===== src/rtl/core/qida_pkg.sv =====
package qida_pkg;

  localparam int NumControllersDef = 8;
  localparam int QueueIdsDef       = 64;
  localparam int ProcessSlotsDef   = 16;
  localparam int MaxBatch          = 64;
  localparam logic [6:0] QuotaReset = 7'd32;

  typedef enum logic [1:0] {
    KIND_INIT      = 2'd0,
    KIND_ALLOC     = 2'd1,
    KIND_REL_BEGIN = 2'd2,
    KIND_REL_ID    = 2'd3
  } qida_kind_e;

  typedef enum logic [3:0] {
    ST_OK        = 4'd0,
    ST_BAD_CTRL  = 4'd1,
    ST_ZERO_CNT  = 4'd2,
    ST_QUOTA     = 4'd3,
    ST_FEW_FREE  = 4'd4,
    ST_NOT_HELD  = 4'd5,
    ST_TBL_FULL  = 4'd6,
    ST_LIST_FULL = 4'd7,
    ST_NO_REL    = 4'd8,
    ST_RSVD9     = 4'd9,
    ST_RSVD10    = 4'd10,
    ST_RSVD11    = 4'd11,
    ST_RSVD12    = 4'd12,
    ST_RSVD13    = 4'd13,
    ST_RSVD14    = 4'd14,
    ST_RSVD15    = 4'd15
  } qida_status_e;

  typedef enum logic {
    REG_MAX_PER_PROC = 1'b0,
    REG_ACTIVE_CTRL  = 1'b1
  } qida_reg_e;

  typedef struct packed {
    logic cap;
    logic dec;
    logic init_step;
    logic init_fin;
    logic srch_rd;
    logic srch_chk;
    logic eval;
    logic pop_rd;
    logic pop_adv;
    logic show_pop;
  } qida_cmd_t;

  typedef struct packed {
    qida_kind_e kind;
    logic       ctrl_ok;
    logic       count_zero;
    logic       init_busy;
    logic       srch_end;
    logic       alloc_ok;
    logic       pop_last;
  } qida_sts_t;

endpackage


===== src/rtl/core/qida_ctrl.sv =====
module qida_ctrl (
  input  logic                clk_i,
  input  logic                rst_ni,
  input  logic                in_valid_i,
  output logic                in_ready_o,
  output logic                out_valid_o,
  input  logic                out_ready_i,
  input  qida_pkg::qida_sts_t sts_i,
  output qida_pkg::qida_cmd_t cmd_o
);
  import qida_pkg::*;

  typedef enum logic [8:0] {
    S_IDLE = 9'b000000001,
    S_DEC  = 9'b000000010,
    S_INIT = 9'b000000100,
    S_SRD  = 9'b000001000,
    S_SCHK = 9'b000010000,
    S_EVAL = 9'b000100000,
    S_EMIT = 9'b001000000,
    S_PRD  = 9'b010000000,
    S_POUT = 9'b100000000
  } state_e;

  state_e state_q, state_d;

  always_ff @(posedge clk_i or negedge rst_ni) begin
    if (!rst_ni) begin
      state_q <= S_IDLE;
    end else begin
      state_q <= state_d;
    end
  end

  assign in_ready_o  = (state_q == S_IDLE);
  assign out_valid_o = (state_q == S_EMIT) || (state_q == S_POUT);

  always_comb begin
    state_d = state_q;
    cmd_o   = '0;
    unique case (state_q)
      S_IDLE: begin
        if (in_valid_i) begin
          cmd_o.cap = 1'b1;
          state_d   = S_DEC;
        end
      end
      S_DEC: begin
        cmd_o.dec = 1'b1;
        priority if (sts_i.kind == KIND_REL_ID || !sts_i.ctrl_ok) begin
          state_d = S_EMIT;
        end else if (sts_i.kind == KIND_INIT) begin
          state_d = S_INIT;
        end else if (sts_i.kind == KIND_ALLOC && sts_i.count_zero) begin
          state_d = S_EMIT;
        end else begin
          state_d = S_SRD;
        end
      end
      S_INIT: begin
        if (sts_i.init_busy) begin
          cmd_o.init_step = 1'b1;
        end else begin
          cmd_o.init_fin = 1'b1;
          state_d        = S_EMIT;
        end
      end
      S_SRD: begin
        cmd_o.srch_rd = 1'b1;
        state_d       = S_SCHK;
      end
      S_SCHK: begin
        cmd_o.srch_chk = 1'b1;
        state_d        = sts_i.srch_end ? S_EVAL : S_SRD;
      end
      S_EVAL: begin
        cmd_o.eval = 1'b1;
        state_d    = sts_i.alloc_ok ? S_PRD : S_EMIT;
      end
      S_EMIT: begin
        if (out_ready_i) begin
          state_d = S_IDLE;
        end
      end
      S_PRD: begin
        cmd_o.pop_rd = 1'b1;
        state_d      = S_POUT;
      end
      S_POUT: begin
        cmd_o.show_pop = 1'b1;
        if (out_ready_i) begin
          cmd_o.pop_adv = 1'b1;
          state_d       = sts_i.pop_last ? S_IDLE : S_PRD;
        end
      end
      default: state_d = S_IDLE;
    endcase
  end

endmodule


===== config.mk =====
export PLATFORM = sky130hd
export DESIGN_NAME = qida_ctrl
export DESIGN_NICKNAME = d
export VERILOG_FILES = /design/src/rtl/core/qida_pkg.sv /design/src/rtl/core/qida_ctrl.sv
export SDC_FILE = /design/constraint.sdc
export NUM_CORES = 1
export LEC_CHECK = 0
export BUFFER_PORTS_ARGS = -buffer_cell sky130_fd_sc_hd__buf_2
export CORE_MARGIN = 4
export CORE_UTILIZATION = 35
export CTS_BUF_LIST = sky130_fd_sc_hd__clkbuf_4 sky130_fd_sc_hd__clkbuf_8
export DETAILED_ROUTE_END_ITERATION = 16
export PLACE_DENSITY = 0.61
export SYNTH_ARGS = -nofsm -noshare
export SYNTH_HDL_FRONTEND = slang
export SYNTH_SLANG_ARGS = --single-unit

===== constraint.sdc =====
create_clock -name clk_i -period 2.71 [get_ports clk_i]
set_input_delay 0.271 -clock clk_i [delete_from_list [all_inputs] [get_ports clk_i]]
set_output_delay 0.271 -clock clk_i [all_outputs]
set_load 0.03 [all_outputs]

==> flow_summary.ini, run 1 <==
[floorplan]
ios = 24
die_width_um = 52.5
initial_core_util_pct = 38.5
fp.coreArea_um2 = 1800
num_rows = 15
die-height_um = 52.5
die_area_um2 = 2760

[cells_and_area]
largest_reg_flops = 9
num-fill-cells = 195
top_register = state_q
layout_commonest_cell = buf_2
fin_util_pct = 47.6
design_area_um2 = 858
syn2layout_area_growth_pct = 23.6
top_regs = state_q: 9 flops
num_antenna_cells = 0
final_cell_mix = buf_2, nor2_1, dfrtp_1, nand2_1, inv_1
drive_gt1_share_pct = 33.3
final_nets = 118

[setup_path]
crit_type = flop to output port
cp-start-kind = flop
cp_max_fo = 5
path_delay_family = simple AND/OR/NAND/NOR gates
slowest_delay_ps = 580
crit_chain = or4_4 -> nor4_2 -> nand3_1 -> inv_1 -> buf_2
critical-path-slowest-cell = or4_4
crit_required_ps = 2440
cp-end-kind = output port
worstPathArrival_ps = 2090
worst-path-buf-inv = 2

[placement]
pre_cts_slack_ps = 541
placed_cell_area_um2 = 818
place.gp.congestion = 0.808
port_buffers = 23
hpwl_um = 1340

[clock_tree]
insertion_delay_ps = 260
post_cts_buffers = 0
ctsRootBufferMaster = clkbuf_4
numCtsBuffers = 3
clock_path_buffers = 2
htreeDepth = 1
cts.clk_slew.worst_paths_ps = 60
cts_tree = built
cts_sinks = 9

[routing]
routedWlPerCell_um = 13.1
dr.pass1.iters = 4
antenna_left = 0
drt-initial-drc-count = 10
drc = 0
vias = 691
totalWireLength_um = 1700
vias_per_cell = 5.32

[synth]
syn_inst = 82
synthDistinctLibCells = 39
synth_area_um2 = 694
synth_compound_area_share_pct = 15.7
async_reset_ff_share_pct = 100
synth_top_family_by_area = simple AND/OR/NAND/NOR gates
synth_adder_area_share_pct = 0
ys_warn_count = 0
syn_avg_cell_area_um2 = 8.47
synth-simple-area-share_pct = 38.2
synthesis.nets = 94
synthMuxAreaShare_pct = 4.50
synth.largest_area_cell = dfrtp_1
synth_area_leaders = dfrtp_1, nor2_1, dfstp_2, and2_1, nor4_2
synth_top_cell_area_share_pct = 28.8
synth-edff-count = 0
synthFlopType = dfrtp_1
synth-seq-cells = 9
ys_seq_area_share_pct = 32.6
synth_xor_area_share_pct = 2.52

[sta]
setup_viol = 0
tightest_slew_ps = 473
drv_slew = 0
fmax_mhz = 424
finClkSkew_ps = 5.71
period_share_pct = 87.1
finalCriticalPeriod_ps = 2360
fin_ws_ps = 350
hold_viol = 0
slew_headroom_pct = 68.2
fin_tns_setup_ps = 0
rsz0062_at_grt = no

[power_and_ir_drop]
ir_drop_v = 0.000449
power.density_nw_per_um2 = 756
leakage_uw = 0.000429

[global_routing]
grt_pass1_vias = 624
grt_max_degree = 12
grt_pass1_wl_um = 2630
antenna_found_initial = 0
grt_usage_pct = 13.2
grt-ovfl-total = 0

[flow_run]
cap_violations = 0

[status]
outcome = complete, no violations

[worst_hold_path]
holdCritPathClass = input pin to flop
[cell type report]
type	instances	area (um2)	share of cell area (%)
Multi-Input combinational cell	62	423	49.3
Clock buffer	4	30.0	3.50
Timing Repair Buffer	24	125	14.6
Sequential cell	9	226	26.4
Inverter	6	22.5	2.62
Tap cell	25	31.3	3.64
[routing by layer]
| layer | part of all wire, % | routed length (um) | track usage (%) |
|---|---|---|---|
| met3 | 5.6 | 95 | 1.71 |
| met5 | 0 | 0 | 0 |
| met1 | 45 | 760 | 15.7 |
| met4 | 1.8 | 30 | 8.94 |
| met2 | 48 | 817 | 21.9 |
[metrics by stage]
| step | total power, uW | std cells | hold slack (ps) |
|---|---|---|---|
| 2_1_floorplan | 455 | 82 | -24.6 |
| 3_3_place_gp | 535 | 125 | 134 |
| 3_5_place_dp | 536 | 125 | 133 |
| 4_1_cts | 652 | 130 | 202 |
| 5_1_grt | 695 | 130 | 205 |
| 6_report | 648 | 130 | 209 |
[final timing paths]
path | from | to | slack, ps | cells after the start
max reg2reg | state_q[5]$_DFFE_PN0P_ | state_q[6]$_DFFE_PN0P_ | 520 | 6
min reg2reg | state_q[5]$_DFFE_PN0P_ | state_q[3]$_DFFE_PN0P_ | 660 | 3
max in group asynchronous | rst_ni | state_q[0]$_DFFE_PN1P_ | 2070 | 2
max | state_q[5]$_DFFE_PN0P_ | cmd_o[7] | 350 | 5
min in group asynchronous | rst_ni | state_q[8]$_DFFE_PN0P_ | 380 | 2
min | sts_i[2] | state_q[3]$_DFFE_PN0P_ | 210 | 2
[power by group]
part	internal, uW	switching [uW]	total, uW
logic	142	182	324
registers	161	49.8	211
clock network	66.7	46.6	113
total	370	279	648
[logic make-up after synthesis]
logic type      Yosys count
buf+inv                  11
xor+xnor                  2
flops                     9
mux                       3
compound gates           17
simple gates             40
[what timing repair did]
item | in CTS | in global routing
resized for setup | 0 | 0
hold buffers | 1 | 0
endpoints found under the hold margin | 8 | 0
setup endpoints to repair | 0 | 0
[Yosys cell counts, types with 2 or more instances]
cell type	instances
xor2_1	2
and3b_1	2
nand2_1	5
nand3_1	2
o21ai_0	3
nor4_2	2
nor4_1	2
clkbuf_1	2
inv_1	5
nor2_1	8
a21oi_1	4
dfrtp_1	8
mux2i_1	2
o22ai_1	3
buf_2	3
or3_1	2
and2_1	4
o31ai_1	2
Power figures use the tool's default switching activity.
==> inputs of run 2 (changes only) <==
--- a/config.mk
+++ b/config.mk
@@ -5,7 +5,7 @@
 export SDC_FILE = /design/constraint.sdc
 export NUM_CORES = 1
 export LEC_CHECK = 0
-export BUFFER_PORTS_ARGS = -buffer_cell sky130_fd_sc_hd__buf_2
+export BUFFER_PORTS_ARGS = -buffer_cell sky130_fd_sc_hd__clkbuf_2
 export CORE_MARGIN = 4
 export CORE_UTILIZATION = 35
 export CTS_BUF_LIST = sky130_fd_sc_hd__clkbuf_4 sky130_fd_sc_hd__clkbuf_8
==> flow_summary.ini, run 2 (synthesis gave the netlist of run 1 again) <==
[status]
outcome = complete, no violations

[floorplan]
ios = 24
fp.coreArea_um2 = 1800
die_area_um2 = 2760
die-height_um = 52.5
num_rows = 15
die_width_um = 52.5
initial_core_util_pct = 38.5

[routing]
vias_per_cell = 5.05
drt-initial-drc-count = 16
drc = 0
dr.pass1.iters = 4
routedWlPerCell_um = 13.1
antenna_left = 0
totalWireLength_um = 1700
vias = 657

[global_routing]
grt_pass1_wl_um = 2620
grt_pass1_vias = 605
antenna_found_initial = 0
grt-ovfl-total = 0
grt_usage_pct = 13.3
grt_max_degree = 12

[sta]
finalCriticalPeriod_ps = 2360
fin_tns_setup_ps = 0
fmax_mhz = 424
setup_viol = 0
slew_headroom_pct = 65.9
hold_viol = 0
drv_slew = 0
finClkSkew_ps = 2.25
hold_slack_ps = 208
rsz0062_at_grt = no
period_share_pct = 87.1
tightest_slew_ps = 507

[setup_path]
cp_max_fo = 5
worstPathArrival_ps = 2090
cp-start-kind = flop
crit-reg2reg-capture = state_q[6]$_DFFE_PN0P_
crit_chain = or4_4 -> or3_1 -> inv_2 -> and2_1 -> clkbuf_2
cp-end-kind = output port
worst-path-stages = 5
crit_type = flop to output port
r2r_setup_slack_ps = 540
slowest_delay_ps = 580
ff2ff_path_depth = 6
path_delay_family = simple AND/OR/NAND/NOR gates
worst-path-buf-inv = 2
critical-path-slowest-cell = or4_4
crit_required_ps = 2440
r2r_start = state_q[5]$_DFFE_PN0P_
endpoint = cmd_o[1]
crit_path_start = state_q[5]$_DFFE_PN0P_

[cells_and_area]
num_antenna_cells = 0
top_register = state_q
largest_reg_flops = 9
final_nets = 118
top_regs = state_q: 9 flops
fin_cells = 130
fin_util_pct = 47.6
final_cell_mix = clkbuf_2, nor2_1, dfrtp_1, nand2_1, inv_1
num-fill-cells = 204
final-seq-area_um2 = 226
layout_commonest_cell = clkbuf_2
design_area_um2 = 858
multi_input_area_um2 = 423
syn2layout_area_growth_pct = 23.6
drive_gt1_share_pct = 33.3

[power_and_ir_drop]
p_comb_share_pct = 49.9
ir_drop_v = 0.000525
p_int_uw = 369
leakage_uw = 0.000422
switching_power_uw = 278
p_sw_share_pct = 43.0
power.density_nw_per_um2 = 754
p_seq_share_pct = 32.4
power_frac_clock_pct = 17.7

[clock_tree]
cts_tree = built
ctsRootBufferMaster = clkbuf_4
cts_sinks = 9
cts.repair.resized = 0
cts.clk_slew.worst_paths_ps = 60
numCtsBuffers = 3
insertion_delay_ps = 260
clock_path_buffers = 2
post_cts_buffers = 0
htreeDepth = 1

[placement]
place.gp.congestion = 0.810
hpwl_um = 1350
placed_cells = 125
placed_cell_area_um2 = 818
port_buffers = 23

[flow_run]
cap_violations = 0

[worst_hold_path]
holdCritPathClass = input pin to flop
run 2: worst min-delay path by stage:
stage	start	to	slack [ps]	cells past startpoint
after floorplan	rst_ni	state_q[1]$_DFFE_PN0P_	-20	0
after global placement	rst_ni	state_q[8]$_DFFE_PN0P_	140	1
after detailed placement	rst_ni	state_q[7]$_DFFE_PN0P_	140	1
after CTS	sts_i[2]	state_q[3]$_DFFE_PN0P_	200	2
after global routing	sts_i[2]	state_q[3]$_DFFE_PN0P_	230	2
final	sts_i[2]	state_q[3]$_DFFE_PN0P_	210	2
run 2: worst reg2reg max path, cell delays in order (launching register included):
cell and delay [ps]:
dfrtp_1 410, or4_4 580, nor4_2 280, nand3_1 210, inv_1 120, or3b_4 140
mux2_1 320
run 2: cell type report:
type	count	area share, %
repair buffers	24	14.6
clock buffers	4	3.50
inverters	6	2.62
well taps	25	3.64
multi-input cells	62	49.3
flip-flops and latches	9	26.4
run 2: through the flow:
stage | power (uW) | setup slack (ps)
2_1_floorplan | 455 | 333
3_3_place_gp | 535 | 563
3_5_place_dp | 536 | 532
4_1_cts | 655 | 335
5_1_grt | 696 | 168
6_report | 647 | 349
run 2: metal layers:
metal	routed length [um]	GRT usage, %	up-vias
li1	-	-	343
met1	822	16.7	295
met5	0	0	-
met3	73	1.71	4
met2	775	20.9	15
met4	28	8.94	0
run 2: timing repair:
item,in CTS,in global routing
hold endpoints to repair,8,0
setup endpoints to repair,0,0
hold buffers,1,0
run 2: power by group through the flow:
stage / Clock, uW / Combinational (uW) / Sequential, uW
floorplan: 0 / 280 / 175
global placement: 0 / 323 / 212
detailed placement: 0 / 324 / 212
CTS: 120 / 326 / 209
global route: 124 / 356 / 217
finish: 114 / 323 / 209
